==> src/rtl/wwasmd_pkg.sv <==
// Package for the 256-bit add/subtract/multiply/divide unit.
// Holds payload structs, operation codes and the queue entry type.
// No dependencies.
`timescale 1ns / 1ps
package wwasmd_pkg;

   localparam int LIMB_BITS = 64;
   localparam int WORD_BITS = 256;
   localparam int QUEUE_DEPTH = 2;

   typedef enum logic [1:0] {
      OP_ADD = 2'd0,
      OP_SUB = 2'd1,
      OP_MUL = 2'd2,
      OP_DIV = 2'd3
   } op_type;

   typedef struct packed {
      logic [1:0]  kind;
      logic [63:0] top_limb_0;
      logic [63:0] top_limb_1;
      logic [63:0] top_limb_2;
      logic [63:0] top_limb_3;
      logic [63:0] next_limb_0;
      logic [63:0] next_limb_1;
      logic [63:0] next_limb_2;
      logic [63:0] next_limb_3;
   } req_type;

   typedef struct packed {
      logic [63:0] result_limb_0;
      logic [63:0] result_limb_1;
      logic [63:0] result_limb_2;
      logic [63:0] result_limb_3;
      logic        divide_by_zero;
   } rsp_type;

   // Classified work item handed from the front end to the back end.
   typedef struct packed {
      op_type         op;
      logic           done;   // result already known (add, subtract, zero divide)
      logic [255:0]   a;      // result when done, else top operand
      logic [255:0]   b;
      logic           dz;
   } job_type;

endpackage

==> src/rtl/wwasmd_front.sv <==
// Front end: accepts request beats, does add/subtract/zero-divide at once.
// Depends on wwasmd_pkg.
`timescale 1ns / 1ps
module wwasmd_front (
   input  logic                 clock,
   input  logic                 reset,
   input  logic                 req_valid,
   output logic                 req_ready,
   input  wwasmd_pkg::req_type  req_data,
   output logic                 job_valid,
   input  logic                 job_ready,
   output wwasmd_pkg::job_type  job_data
);

   wwasmd_pkg::job_type job_ff, job_in;
   logic                valid_ff;
   logic [255:0]        top_w, nxt_w;

   assign top_w = {req_data.top_limb_3, req_data.top_limb_2,
                   req_data.top_limb_1, req_data.top_limb_0};
   assign nxt_w = {req_data.next_limb_3, req_data.next_limb_2,
                   req_data.next_limb_1, req_data.next_limb_0};

   assign req_ready = !valid_ff || job_ready;
   assign job_valid = valid_ff;
   assign job_data  = job_ff;

   // Classify the operation and settle the quick ones here.
   always_comb begin
      job_in.op   = wwasmd_pkg::op_type'(req_data.kind);
      job_in.done = 1'b0;
      job_in.a    = top_w;
      job_in.b    = nxt_w;
      job_in.dz   = 1'b0;
      unique case (wwasmd_pkg::op_type'(req_data.kind))
         wwasmd_pkg::OP_ADD: begin
            job_in.done = 1'b1;
            job_in.a    = top_w + nxt_w;
         end
         wwasmd_pkg::OP_SUB: begin
            job_in.done = 1'b1;
            job_in.a    = top_w - nxt_w;
         end
         wwasmd_pkg::OP_MUL: begin
         end
         wwasmd_pkg::OP_DIV: begin
            if (nxt_w == '0) begin
               job_in.done = 1'b1;
               job_in.a    = '0;
               job_in.dz   = 1'b1;
            end
         end
         default: begin
         end
      endcase
   end

   always_ff @(posedge clock) begin
      if (reset) begin
         valid_ff <= 1'b0;
      end else if (req_ready) begin
         valid_ff <= req_valid;
      end
      if (req_ready && req_valid) begin
         job_ff <= job_in;
      end
   end

endmodule

==> config.mk <==
export PLATFORM = sky130hd
export DESIGN_NAME = wwasmd_front
export DESIGN_NICKNAME = d
export VERILOG_FILES = /design/src/rtl/wwasmd_pkg.sv /design/src/rtl/wwasmd_front.sv
export SDC_FILE = /design/constraint.sdc
export NUM_CORES = 2
export LEC_CHECK = 0
export BUFFER_PORTS_ARGS = -buffer_cell sky130_fd_sc_hd__clkbuf_2
export CELL_PAD_IN_SITES_DETAIL_PLACEMENT = 0
export CELL_PAD_IN_SITES_GLOBAL_PLACEMENT = 1
export CORE_AREA = 2 2 406 408
export DETAILED_ROUTE_END_ITERATION = 6
export DIE_AREA = 0 0 408 410
export GPL_TIMING_DRIVEN = 0
export PLACE_DENSITY_LB_ADDON = 0.1
export SYNTH_ARGS = -nofsm -noshare
export SYNTH_HDL_FRONTEND = slang
export SYNTH_SLANG_ARGS = --single-unit
==> constraint.sdc <==
create_clock -name clock -period 42.3 [get_ports clock]
set_input_delay 8.46 -clock clock [delete_from_list [all_inputs] [get_ports clock]]
set_output_delay 8.46 -clock clock [all_outputs]
set_load 0.05 [all_outputs]
Yosys cells after proc, flatten, opt, wreduce, memory -nomap -nowiden:

Index checks and enable logic that the tools add are counted.

* add/subtract/negate cells: 2
* multiply operators: 0
* div/mod/pow operators: 0
* order comparisons: 0
* eq/ne operators: 2
* shift operators: 0
* muxes and demuxes: 3
* bitwise logic cells: 0
* reduce and logical (&&, ||, !) cells: 5

Operators with widths (number)
* 257-bit one-hot mux with 3 select lines: 1
* 257-bit two-way mux: 1
* 256-bit adder: 1
* 256-bit logical NOT: 1
* 256-bit subtractor: 1
* 2-bit by 1-bit == test with 1-bit output (second input constant): 1
* 2-bit == test (second input constant): 1
* 2-bit logical NOT: 1
* 1-bit logical AND: 1
* 1-bit logical NOT: 1
* 1-bit logical OR: 1
* 1-bit two-way mux: 1

* flip-flop bits (word level): 517
* latch bits: 0
* memory bits (writable): 0
* memory bits (read-only): 0
* bits of input ports: 518
* word-level logic and storage cells: 18
* memories: 0

Depth between registers and ports, before layout:

* depth in word-level cells: 3
* gate-level depth with buffers: 29
* mapped depth without buffers: 27

Worst setup path after synthesis:

OpenSTA, ideal clock, no wires.

* path kind: input to register
* start: in job_ready
* end: reg job_ff (netlist bit job_data[0]), enable pin
* setup time: 0.946 ns
* arrival time: 20.602 ns
* path slack: 20.753 ns
* stages on the path: 2
* buffers on the path: 0
* cell sequence: nand2b_1 -> and2_1

* cells in the longest elaborated chain, start to end: 2

Ends and longest elaborated chain
* start, declared: RTL line wwasmd_front.sv:11 `input logic job_ready,`
* 1-bit logical OR: RTL line wwasmd_front.sv:24 `assign req_ready = !valid_ff || job_ready;`
* 1-bit logical AND: RTL line wwasmd_front.sv:64 `if (req_ready && req_valid) begin`
* end signal, assigned: RTL line wwasmd_front.sv:65 `job_ff <= job_in;`
* end, declared: RTL line wwasmd_front.sv:15 `wwasmd_pkg::job_type job_ff, job_in;`

No other way between the ends.
A chain may end at the register's enable or synchronous reset.

==> results.toml <==
[outcome]
outcome = "complete, but fails checks"
violations = "design-rule violations, max-capacitance violations, max-slew violations"

[floorplan]
die_h_um = 410
core-area_sq_um = 163500
start_util_pct = 27.14
fp-row-count = 149
io_pins = 1036
dieArea_sq_um = 167300
die_x_um = 408

[synth]
avgSynthCellArea_sq_um = 8.321
synth_top_area_share_pct = 34.92
ys_types = 93
synth-edff-count = 516
ys_seq_area_share_pct = 34.96
synth_most_common_cell = "nand2_1"
synthFlopType = "edfxtp_1"
synth-seq-cells = 517
synth_area_leader_cell = "edfxtp_1"
synthArstFlopShare_pct = 0
syn_nets = 6108
yosysWarnings = 0
syn-instance-count = 5333
synth_common_cells = "713 x nand2_1, 561 x a21oi_1, 516 x edfxtp_1"
syn_area_sq_um = 44380
yosys-top-cells-area = "edfxtp_1 35%, ha_1 7.2%, a21oi_1 6.3%"

[worst_setup_path]
cpMostUsedCell = "clkbuf_1"
slowest_delay_ns = 1.34
worst_path_max_delay_cell = "o211ai_1"
critical_path_class = "in -> reg"
cp.arrival_ns = 19.58
end_kind = "register"
path_cells = "clkbuf_2, clkbuf_2, clkinv_1, nand2_1, clkbuf_1, clkbuf_1, o31ai_1, xor2_1, ha_1, clkbuf_1, nand4_1, nor4_1, nand2_1, a21oi_1, nor4b_2, a211oi_1, a211oi_1, o211ai_1, o211ai_1, o41ai_1, a21oi_1, xor2_1, o21ai_0"
critical_path_buf_inv_count = 6
critPathMaxFanout = 10
worstPathRequired_ns = 42.75
critPathTopFamily = "compound AO/OA/AOI/OAI gates"
start_kind = "input pin"

[timing]
setup_tns_ns = 0
max_slew.worst_pin.slew_ns = 1.545
rsz0062_at_grt = "no"
max-slew-margin-rel_pct = -3.466
setup_viol = 0
period_share_pct = 45.23
clock_skew_ns = 0.06012
holdWs_ns = 0.5292
min_period_ns = 19.13
final_max_slew_viol_count = 15
setup_slack_ns = 23.17
hold_viol_final = 0
fmax_mhz = 52.26

[power_and_ir_drop]
p_clk_share_pct = 26.2
ir_worst_vdd_v = 0.00003607
p_per_area_nw_per_um2 = 39.88
seq_power_share_pct = 29.3
p_sw_share_pct = 44.71
pwr-share-comb_pct = 44.5
intPower_mw = 1.209
p_leak_nw = 21.21
p_sw_mw = 0.9778

[detailed_routing]
drcViolationCount = 1
wl_per_cell_um = 34.57
drt_iter0_drc = 4780
wirelength_um = 301300
vias = 50240
final_antenna_net_count = 0
dr.pass1.iters = 7
vias_per_cell = 5.765

[global_routing]
grt_start_max_net_pins = 74
grt_overflow_total = 0
grt_pass1_vias = 47800
grt_antenna_before_repair = 48
grt_pass1_wl_um = 401900
track_usage_pct = 34.44

[finish]
design_area_sq_um = 54830
final_layout_size_suffix_gt1_share_pct = 19.05
syn2layout_area_growth_pct = 23.56
nets = 7218

[hold_path]
hold_class = "reg -> reg"

[clock_network]
cts_tree = "yes"
h-tree-depth = 2
cts_made_buffers = 60
cts_resized = 0
root_buffer = "clkbuf_16"
clkSlewWorstSetupHoldPaths_ns = 0.06
clock_latency_ns = 0.74
clockBufferDepth = 3
cts_hold_buf = 0
post-cts-setup-buffers = 0
clkSinkCount = 517

[place]
io_buffers = 1035
dp_hpwl_um = 259900
place_congestion = 0.9969
placed_area_sq_um = 52610
pre_cts_slack_ns = 22.51

[job]
drv_cap = 5
## stage by stage
step                util (%)  cells  total power, mW
global placement       31.99   8557            1.627
floorplan                  -   5333            1.239
CTS                    33.49   8684            2.184
global route           33.52   8702            2.266
finish                 33.54   8715            2.187
detailed placement     32.18   8570            1.601
## layer usage
metal / wire length [um] / up-vias / global-route usage [%]
met5: 41 / - / 0
met4: 12750 / 6 / 13.52
met1: 130600 / 25170 / 46.17
li1: - / 22340 / -
met3: 18930 / 364 / 4.341
met2: 139000 / 2363 / 56.16
## flip-flops by register name (all words and copies together), names as in the netlist
name,flops
job_valid,1
job_data,516
## worst register-to-register path: stages (launching register included)
cell	delay (ns)
dfxtp_1	0.31
nand2b_1	0.11
and2_4	0.66
buf_16	0.36
buf_16	0.44
buf_16	0.42
## power groups by stage
stage / registers [mW] / clock network [mW] / logic [mW]
3_5_place_dp: 0.650 / 0 / 0.951
6_report: 0.640 / 0.574 / 0.973
4_1_cts: 0.640 / 0.587 / 0.956
5_1_grt: 0.644 / 0.604 / 1.02
2_1_floorplan: 0.819 / 0 / 0.420
3_3_place_gp: 0.673 / 0 / 0.955
## placed cells by master, fill, tap and decap left out, types with 31 or more instances in the layout
cell type  Yosys  routed
inv_1         95      95
nor4_1        91      91
o21ai_0      466     465
nand2b_1      40      40
nor2_1       440     440
or4_1         38      38
diode_2        0      31
xnor2_1      276     276
clkbuf_2       0    1041
nor3_1       163     163
clkbuf_1     239     240
nand4_1      172     172
o22ai_1      130     130
a21oi_1      561     561
o21a_1        36      36
o21bai_1      90      90
xor2_1       223     223
edfxtp_1     516     516
nand3_1       86      86
ha_1         256     256
nand2_1      713     713
or3_1         54      54
a31oi_1       61      61
clkbuf_16      0      60
o31ai_1       60      58
a21o_1       142     142
## worst paths after layout
| path | slack, ns | to | depth (start not counted) | start |
|---|---|---|---|---|
| worst min register to register | 0.53 | job_valid$_SDFFE_PP0N_ | 2 | job_valid$_SDFFE_PP0N_ |
| worst min-delay path | 0.53 | job_valid$_SDFFE_PP0N_ | 2 | job_valid$_SDFFE_PP0N_ |
| worst max-delay path | 23.17 | job_data[498]$_DFFE_PP_ | 23 | req_data[513] |
| worst max register to register | 39.61 | job_data[253]$_DFFE_PP_ | 5 | job_valid$_SDFFE_PP0N_ |
## area by class of cell
class / instances / area (sq um)
Buffer: 259 / 1003
Timing Repair Buffer: 1048 / 5465
Clock buffer: 67 / 1528
Tap cell: 2189 / 2739
Antenna cell: 31 / 77.57
Inverter: 97 / 364.1
Clock inverter: 47 / 614.3
Sequential cell: 517 / 15510
Multi-Input combinational cell: 4460 / 27530
Fill cell: 17910 / 108700
## kinds of logic after synthesis
family	share of synthesized area [%]
xor gates and xnor gates	9.885
AOI/OAI and AO/OA	23.81
adders and majority gates	7.263
DFF	34.96
buffers and inverters	3.062
and+or+nand+nor	21.02
No activity file was read; power rests on OpenSTA's default activity.
