==> src/rtl/wwasmd_pkg.sv <==
// Package for the 256-bit add/subtract/multiply/divide unit.
// Holds payload structs, operation codes and the queue entry type.
// No dependencies.
`timescale 1ns / 1ps
package wwasmd_pkg;

   localparam int LIMB_BITS = 64;
   localparam int WORD_BITS = 256;
   localparam int QUEUE_DEPTH = 2;

   typedef enum logic [1:0] {
      OP_ADD = 2'd0,
      OP_SUB = 2'd1,
      OP_MUL = 2'd2,
      OP_DIV = 2'd3
   } op_type;

   typedef struct packed {
      logic [1:0]  kind;
      logic [63:0] top_limb_0;
      logic [63:0] top_limb_1;
      logic [63:0] top_limb_2;
      logic [63:0] top_limb_3;
      logic [63:0] next_limb_0;
      logic [63:0] next_limb_1;
      logic [63:0] next_limb_2;
      logic [63:0] next_limb_3;
   } req_type;

   typedef struct packed {
      logic [63:0] result_limb_0;
      logic [63:0] result_limb_1;
      logic [63:0] result_limb_2;
      logic [63:0] result_limb_3;
      logic        divide_by_zero;
   } rsp_type;

   // Classified work item handed from the front end to the back end.
   typedef struct packed {
      op_type         op;
      logic           done;   // result already known (add, subtract, zero divide)
      logic [255:0]   a;      // result when done, else top operand
      logic [255:0]   b;
      logic           dz;
   } job_type;

endpackage

==> src/rtl/wwasmd_queue.sv <==
// Short queue between front and back end.
// Depends on wwasmd_pkg.
`timescale 1ns / 1ps
module wwasmd_queue #(
   parameter int DEPTH = wwasmd_pkg::QUEUE_DEPTH
) (
   input  logic                clock,
   input  logic                reset,
   input  logic                in_valid,
   output logic                in_ready,
   input  wwasmd_pkg::job_type in_data,
   output logic                out_valid,
   input  logic                out_ready,
   output wwasmd_pkg::job_type out_data
);

   localparam int AW = (DEPTH > 1) ? $clog2(DEPTH) : 1;

   wwasmd_pkg::job_type  slot_ff [DEPTH];
   logic [AW-1:0]        wr_ff, rd_ff;
   logic [AW:0]          count_ff;
   logic                 push, pop;

   assign in_ready  = (count_ff != (AW+1)'(DEPTH));
   assign out_valid = (count_ff != '0);
   assign out_data  = slot_ff[rd_ff];
   assign push      = in_valid && in_ready;
   assign pop       = out_valid && out_ready;

   always_ff @(posedge clock) begin
      if (reset) begin
         wr_ff    <= '0;
         rd_ff    <= '0;
         count_ff <= '0;
      end else begin
         if (push) begin
            wr_ff <= (wr_ff == AW'(DEPTH-1)) ? '0 : wr_ff + 1'b1;
         end
         if (pop) begin
            rd_ff <= (rd_ff == AW'(DEPTH-1)) ? '0 : rd_ff + 1'b1;
         end
         count_ff <= count_ff + (AW+1)'(push) - (AW+1)'(pop);
      end
      if (push) begin
         slot_ff[wr_ff] <= in_data;
      end
   end

`ifndef SYNTHESIS
   a_count_bound: assert property (@(posedge clock) disable iff (reset)
      count_ff <= (AW+1)'(DEPTH)) else $error("queue count overflow");
   a_no_push_full: assert property (@(posedge clock) disable iff (reset)
      !in_ready |=> count_ff <= (AW+1)'(DEPTH)) else $error("queue overfilled");
   a_pop_nonempty: assert property (@(posedge clock) disable iff (reset)
      pop |-> count_ff != '0) else $error("pop from empty queue");
`endif

endmodule

==> config.mk <==
export PLATFORM = sky130hd
export DESIGN_NAME = wwasmd_queue
export DESIGN_NICKNAME = d
export VERILOG_FILES = /design/src/rtl/wwasmd_pkg.sv /design/src/rtl/wwasmd_queue.sv
export SDC_FILE = /design/constraint.sdc
export NUM_CORES = 1
export LEC_CHECK = 0
export ABC_AREA = 1
export BUFFER_PORTS_ARGS = -buffer_cell sky130_fd_sc_hd__buf_2
export CAP_MARGIN = 20
export CORE_AREA = 2 2 403 405
export DETAILED_ROUTE_END_ITERATION = 7
export DIE_AREA = 0 0 405 407
export GPL_TIMING_DRIVEN = 0
export PLACE_DENSITY = 0.49
export SLEW_MARGIN = 5
export SYNTH_ARGS = -nofsm -noshare
export SYNTH_HDL_FRONTEND = slang
export SYNTH_SLANG_ARGS = --single-unit
==> constraint.sdc <==
create_clock -name clock -period 57.6 [get_ports clock]
set_input_delay 0 -clock clock [delete_from_list [all_inputs] [get_ports clock]]
set_output_delay 0 -clock clock [all_outputs]
set_load 0.005 [all_outputs]
# After elaboration in Yosys (flattened, before gate mapping)
# Memories as Yosys holds them, arrays and structs flattened. A register that Yosys moved wholly into a read port is not among the register bits.
# Cells that the tools add are included.
# W data, S select, Z words.
# op_classes
n_addsub	4
eq_ne	1
mux	6
n_reduce_logical	3
# ops
cell	n
$mux W1	6
$add A1 B1 Y1 const B	2
$add A2 B1 Y2	1
$logic_and A1 B1 Y1	2
$ne A2 B2 Y1 const B	1
$reduce_bool A2 Y1	1
$sub A2 B1 Y2	1
# word_totals
regBits	4
ramBits	1032
input_bits	520
out_inout_bits	518
wordCells	18
mem_count	1
# memory_table
memory	depth	word_bits	read_ports	rd_clocked_by_memory_dff	wr	line	source
slot_ff	2	516	1	1	1	wwasmd_queue.sv:19	wwasmd_pkg::job_type slot_ff [DEPTH];

# Logic depth before layout (Yosys ltp)
# Gate-level depths: netlist (run 1).
# logic_depth
word_depth	4
depth_mapped	11
ltp_nobuf	11

# Least setup slack after synthesis (run 1)
# OpenSTA, ideal clock, no wires.
# synth_timing
kind	register -> register
startpoint	reg count_ff[0]
endpoint	mem slot_ff[1][0] in the netlist's numbering (enable)
setup_ns	1.410
t_arrival_ns	21.974
t_required_ns	56.190
slack_ns	34.216
path_stages_with_launch	5
n_path_buf	0
synth_period_minus_slack_ns	23.384
path_cell_list	dfxtp_1 -> inv_1 -> nand2_1 -> nand2_1 -> nor2_1
# synth_between
elab_chain_len	4
# synth_rtl
item	line	source
start: declaration	wwasmd_queue.sv:21	logic [AW:0] count_ff;
start signal: assignment	wwasmd_queue.sv:42	count_ff <= count_ff + (AW+1)'(push) - (AW+1)'(pop);
$ne A2 B2 Y1	wwasmd_queue.sv:24	assign in_ready = (count_ff != (AW+1)'(DEPTH));
named net in_ready	wwasmd_queue.sv:10	output logic in_ready,
$logic_and A1 B1 Y1	wwasmd_queue.sv:27	assign push = in_valid && in_ready;
$mux W1	wwasmd_queue.sv:44	if (push) begin
$mux W1 (not written as such)	wwasmd_queue.sv:45	slot_ff[wr_ff] <= in_data;
end: declaration	wwasmd_queue.sv:19	
# The timed path passes the listed nets, and every way through them passes these cells.

# Final worst setup path (run 1)
# layout_timing
startpoint	reg count_ff[0]
endpoint	mem slot_ff[0][387] in the netlist's numbering (enable)
# layout_between
elab_chain_len	4
# layout_rtl
item	line
$ne A2 B2 Y1	wwasmd_queue.sv:24
$logic_and A1 B1 Y1	wwasmd_queue.sv:27
$mux W1	wwasmd_queue.sv:44
$mux W1 (not written as such)	wwasmd_queue.sv:45
# Every way passes these cells.

==> results of run 1 <==
[repair_timing]
item,CTS,global route
gates resized for setup,0,0
hold endpoints to repair,1054,0
hold buffers,989,0
[worst max-delay path by stage]
| stage | start | to |
|---|---|---|
| 4_1_cts | count_ff[0] | slot_ff[0][448] |
| 6_report | count_ff[0] | slot_ff[0][387] |
| 3_5_place_dp | count_ff[0] | slot_ff[0][444] |
| 5_1_grt | count_ff[0] | slot_ff[0][445] |
| 3_3_place_gp | count_ff[0] | slot_ff[1][402] |
| 2_1_floorplan | count_ff[0] | slot_ff[1][0] |
[sequential cells by signal, indices dropped and copies added, names as in the netlist, named ones only]
signal / cells
wr_ff: 1
count_ff: 2
rd_ff: 1
slot_ff: 1032
[cell type report]
type / count / area (µm²) / area share
inverters: 8 / 30.03 / 0.0005027
multi-input cells: 539 / 5931 / 0.09929
plain buffers: 57 / 454.2 / 0.007604
clock buffers: 137 / 2918 / 0.04885
well taps: 2160 / 2703 / 0.04525
repair buffers: 2072 / 16090 / 0.2694
flip-flops and latches: 1037 / 31090 / 0.5205
diodes: 8 / 20.02 / 0.0003352
clock inverters: 64 / 493.0 / 0.008253
[metrics by stage]
step	worst slack [ns]	area, µm²
6_report	53.94	59730
5_1_grt	53.66	59720
4_1_cts	53.84	59710
3_5_place_dp	53.85	46400
3_3_place_gp	18.07	45380
2_1_floorplan	34.22	37490
[layer usage]
| metal | up-vias | part of all wire | GRT usage |
|---|---|---|---|
| met1 | 11834 | 0.37 | 0.1462 |
| met2 | 807 | 0.52 | 0.2455 |
| met4 | 12 | 0.035 | 0.05604 |
| li1 | 10975 | - | - |
| met3 | 213 | 0.080 | 0.04466 |
| met5 | - | 0.00064 | 0 |
[synthesized netlist by cell type, drive strengths merged]
cell	instances
edfxtp	1032
dfxtp	5
nand2	8
xnor2	1
ha	1
nand3	1
buf	57
nor3	1
a21oi	2
mux2	516
nor2	9
inv	8
[power by group through the flow]
stage	Combinational (µW)	Sequential, µW	Clock [µW]
global route	622	983	727
floorplan	243	1090	0
finish	580	974	677
detailed placement	537	990	0
CTS	595	974	701
global placement	505	1170	0
[cells by family (layout without fill, tap and decap cells)]
family | after synthesis | count (layout) | synth area share
AOI/OAI and AO/OA | 2 | 2 | 0.0002670
xor gates and xnor gates | 1 | 1 | 0.0002337
adders and majority gates | 1 | 1 | 0.0003337
buffers and inverters | 65 | 2338 | 0.01292
DFF | 1037 | 1037 | 0.8293
muxes | 516 | 516 | 0.1550
other | 0 | 8 | 0
and+or+nand+nor | 19 | 19 | 0.001969
==> impl_metrics.json, run 1 <==
{
  "overflow": 0,
  "coreArea_um2": 160200,
  "rsz0062_at_grt": "false",
  "fillers": 15205,
  "syn_to_final_growth_pct": 59.33,
  "clockRootBuffer": "clkbuf_16",
  "hold_class": "input port to register",
  "pwr-share-seq": 0.437,
  "routedWlPerCell_um": 19.39,
  "drt_iter0_markers": 1030,
  "finalSetupViolCount": 0,
  "setup-tns-final_ns": 0,
  "htreeDepth": 3,
  "p_clk_frac": 0.303,
  "cts_sinks": 1037,
  "via_per_inst": 3.920,
  "dr.pass1.iters": 4,
  "p_per_area_nw_per_um2": 37.34,
  "dp.cells": 4884,
  "critPathLaunchType": "register",
  "timing_worst_setup_path_type": "register to register",
  "ys_types": 14,
  "crit_path_frequent_cell": "buf_12",
  "grtUsageTotal": 0.1363,
  "portBuffers": 1037,
  "power_uw": 2230,
  "crit_arrival_ns": 4.09,
  "timing.fmax_mhz": 273.2,
  "synth_fp_nets": 2162,
  "p_switching_uw": 617.0,
  "grt_start_max_net_pins": 29,
  "total_leakage_power_uw": 0.02228,
  "rows": 147,
  "numCtsBuffers": 112,
  "swShare": 0.2767,
  "crit_path_top_delay_cell": "nor2_4",
  "layout_commonest_cell": "buf_2",
  "cts_tree": "built",
  "vias": 23841,
  "post_cts_buffers": 0,
  "final_cell_count_no_fill": 6082,
  "synth-seq-area-share": 0.8293,
  "hold-path-cell-count": 2,
  "io_pins": 1038,
  "timing_hold_violations_final": 0,
  "fin_crit_ns": 3.660,
  "avgSynthCellArea_um2": 22.85,
  "maxCapViolations": 0,
  "synth_area_leaders": "edfxtp_1 (83%), mux2_2 (15%), buf_6 (0.81%)",
  "finalCritPeriodShare": 0.06355,
  "path_max_fanout": 26,
  "clk_pin_slew_ns": 0.06,
  "netlist_area_um2": 37490,
  "min_from": "in_data[37]",
  "worstPathCellList": "inv_1 > nand2_1 > nand2_1 > nor2_4 > buf_12 > buf_16 > buf_12 > buf_12 > buf_16 > buf_12 > buf_12 > buf_12 > buf_16",
  "path_buf_inv": 10,
  "crit_path_end_kind": "register",
  "postLayoutCoreUtil": 0.3729,
  "layout_common_cells": "buf_2 (1067), edfxtp_1 (1032), dlygate4sd3_1 (989), mux2_2 (495), clkbuf_16 (113)",
  "place_congestion": 0.8051,
  "intPower_uw": 1613,
  "drtAntennaViolNets": 0,
  "hold_end": "slot_ff[1][37]",
  "crit_required_ns": 58.03,
  "antenna_found_initial": 14,
  "drc_errors": 0,
  "critPathTopFamily": "buffers and inverters",
  "worst-r2r-setup-slack_ns": 53.94,
  "ir_drop_uv": 26.32,
  "slew_viol_final": 0,
  "yosys_warnings": 0,
  "fin_skew_ns": 0.05516,
  "grt_pass1_vias": 25375,
  "comb_power_share": 0.260,
  "ys_ff_latch": 1037,
  "syn-instance-count": 1641,
  "slowest_delay_ns": 0.63,
  "whs_ns": 0.07915,
  "slew_headroom": 0.4874,
  "grt_pass1_wl_mm": 163.5,
  "synth.top_cell.area_share": 0.8266,
  "yosys.area.top_type": "edfxtp_1",
  "ff2ff_path_depth": 13,
  "start_util": 0.2340,
  "status": "completed",
  "layout-drive-gt1-share": 0.4550,
  "insertion_delay_ns": 0.72,
  "worst_pin_slew_ns": 0.7671,
  "dp_hpwl_mm": 85.90,
  "r2r-start": "count_ff[0]",
  "clockBufferDepth": 3,
  "wl_mm": 117.9,
  "die_w_um": 405,
  "die_y_um": 407,
  "final_nets": 4348,
  "critical_path_cell_count": 13,
  "r2r_end": "slot_ff[0][387]",
  "dieArea_um2": 164800
}
Power figures use the tool's default switching activity.
==> run 2: changes to the inputs <==
Clock period 57.6 ns to 3.85 ns, I/O delays scaled along.
==> run 2 against run 1 <==
Die area unchanged. Clock power grew to 15 times the previous value. Clock skew down 0.022 ns. Critical path type unchanged. Utilization rose by 0.12 points. Fmax increased by 16%. Sequential cell count stayed put. Worst hold slack better by 0.0060 ns. Critical endpoint is now slot_ff[0][404]. First-iteration DRC count fell by 2.6%. Sequential power grew to 15 times the previous value.
==> impl_metrics.json, run 2 (synthesized netlist as in run 1, its figures left out) <==
{
  "worst_pin_slew_ns": 0.6920,
  "whs_ns": 0.08515,
  "die_y_um": 407,
  "dieArea_um2": 164800,
  "layout-drive-gt1-share": 0.4535,
  "cts_sinks": 1037,
  "portBuffers": 1037,
  "start_util": 0.2340,
  "status": "completed",
  "grtUsageTotal": 0.1334,
  "crit_path_frequent_cell": "buf_12",
  "wl_mm": 114.9,
  "timing.fmax_mhz": 317.6,
  "top_register": "slot_ff",
  "critPathTopFamily": "buffers and inverters",
  "crit_arrival_ns": 3.57,
  "timing_worst_setup_path_type": "register to register",
  "finalSetupViolCount": 0,
  "crit_path_top_delay_cell": "nor2_4",
  "htreeDepth": 3,
  "overflow": 0,
  "r2r_end": "slot_ff[0][404]",
  "vias": 23928,
  "ir_drop_uv": 415.5,
  "hold-path-cell-count": 2,
  "clk_pin_slew_ns": 0.06,
  "cts_resized": 0,
  "seq_area_um2": 31090,
  "syn_to_final_growth_pct": 59.84,
  "rsz0062_at_grt": "false",
  "min_from": "in_data[391]",
  "place_congestion": 0.7959,
  "worst-r2r-setup-slack_ns": 0.70,
  "ff2ff_path_depth": 11,
  "rows": 147,
  "r2r-start": "count_ff[1]",
  "coreArea_um2": 160200,
  "clockBufferDepth": 3,
  "die_w_um": 405,
  "crit_path_end_kind": "register",
  "clockRootBuffer": "clkbuf_16",
  "slowest_delay_ns": 0.44,
  "dr.pass1.iters": 5,
  "drtAntennaViolNets": 0,
  "maxCapViolations": 0,
  "via_per_inst": 3.919,
  "slew_headroom": 0.5376,
  "crit_required_ns": 4.27,
  "hold_end": "slot_ff[1][391]",
  "grt_start_max_net_pins": 30,
  "largest_register_ffs": 1032,
  "drc_errors": 0,
  "fin_skew_ns": 0.03289,
  "layout_commonest_cell": "buf_2",
  "critPathLaunchType": "register",
  "fillers": 15273,
  "multiInputGateArea_um2": 5946,
  "setup-tns-final_ns": 0,
  "worstPathCellList": "nand2_4 > nand2_4 > nor2_4 > buf_12 > buf_12 > buf_12 > buf_12 > buf_12 > buf_16 > buf_12 > buf_12",
  "slew_viol_final": 0,
  "hold_class": "input port to register",
  "final_nets": 4369,
  "dp_hpwl_mm": 82.78,
  "layout_common_cells": "buf_2 (1067), edfxtp_1 (1032), dlygate4sd3_1 (1011), mux2_2 (495), clkbuf_16 (114)",
  "io_pins": 1038,
  "numCtsBuffers": 113,
  "grt_pass1_vias": 25591,
  "finalCritPeriodShare": 0.8179,
  "timing_hold_violations_final": 0,
  "total_leakage_power_uw": 0.02236,
  "grt_pass1_wl_mm": 161.4,
  "path_buf_inv": 8,
  "drt_iter0_markers": 1003,
  "routedWlPerCell_um": 18.82,
  "postLayoutCoreUtil": 0.3741,
  "p_per_area_nw_per_um2": 554.3,
  "cts_tree": "built",
  "fin_crit_ns": 3.149,
  "path_max_fanout": 26,
  "antenna_found_initial": 12,
  "insertion_delay_ns": 0.73,
  "largest_registers": "slot_ff: 1032 flops, count_ff: 2 flops"
}
[run 2: cell types whose count changed in the layout (fill, tap and decap cells not counted), sizes merged]
| cell | previous run | this run |
|---|---|---|
| bufinv | 4 | 3 |
| clkinvlp | 2 | 1 |
| buf | 1140 | 1138 |
| inv | 14 | 11 |
| diode | 8 | 11 |
| clkbuf | 137 | 140 |
| clkinv | 52 | 54 |
| dlygate4sd3 | 989 | 1011 |
[run 2: power breakdown]
| part | switching, µW | internal [µW] |
|---|---|---|
| Clock | 4410 | 5620 |
| Combinational | 4400 | 4210 |
| Sequential | 297 | 14300 |
[run 2: worst max path at each step]
| stage | cells past startpoint | startpoint | end | slack, ns |
|---|---|---|---|---|
| after floorplan | 4 | count_ff[0] | slot_ff[1][0] | -4.72 |
| after global placement | 3 | count_ff[1] | slot_ff[1][206] | -10.36 |
| after detailed placement | 11 | count_ff[1] | slot_ff[0][407] | 0.59 |
| after CTS | 11 | count_ff[1] | slot_ff[0][407] | 0.58 |
| after global routing | 12 | count_ff[0] | slot_ff[0][404] | 0.47 |
| final | 11 | count_ff[1] | slot_ff[0][404] | 0.70 |
[run 2: layout make-up]
type	count	share of cell area
buffer	57	0.007579
clock buffer	140	0.04923
timing repair buffer	2092	0.2713
tap	2160	0.04510
clock inverter	61	0.007746
sequential	1037	0.5188
multi-input combinational	539	0.09922
inverter	8	0.0005011
antenna	11	0.0004594
[run 2: timing repair]
item	CTS	global route
buffers inserted	0	0
hold endpoints to repair	1173	0
hold buffers	1011	0
[run 2: stage by stage]
stage                     cells  setup slack (ns)  total power [µW]  instance area, µm²
after global placement     4838            -10.36             21980               45410
after detailed placement   4882            0.5898             22720               46360
after floorplan            1641            -4.725             18890               37520
final                      6105            0.7010             33220               59920
after global routing       6101            0.4653             34690               59910
after CTS                  6094            0.5785             33750               59900
[run 2: per-layer routing]
layer	track usage	share of wire	vias to the layer above
li1	-	-	11028
met1	0.1460	0.37	11846
met2	0.2331	0.51	839
met3	0.04321	0.079	211
met4	0.06311	0.041	4
met5	0	0.00026	-
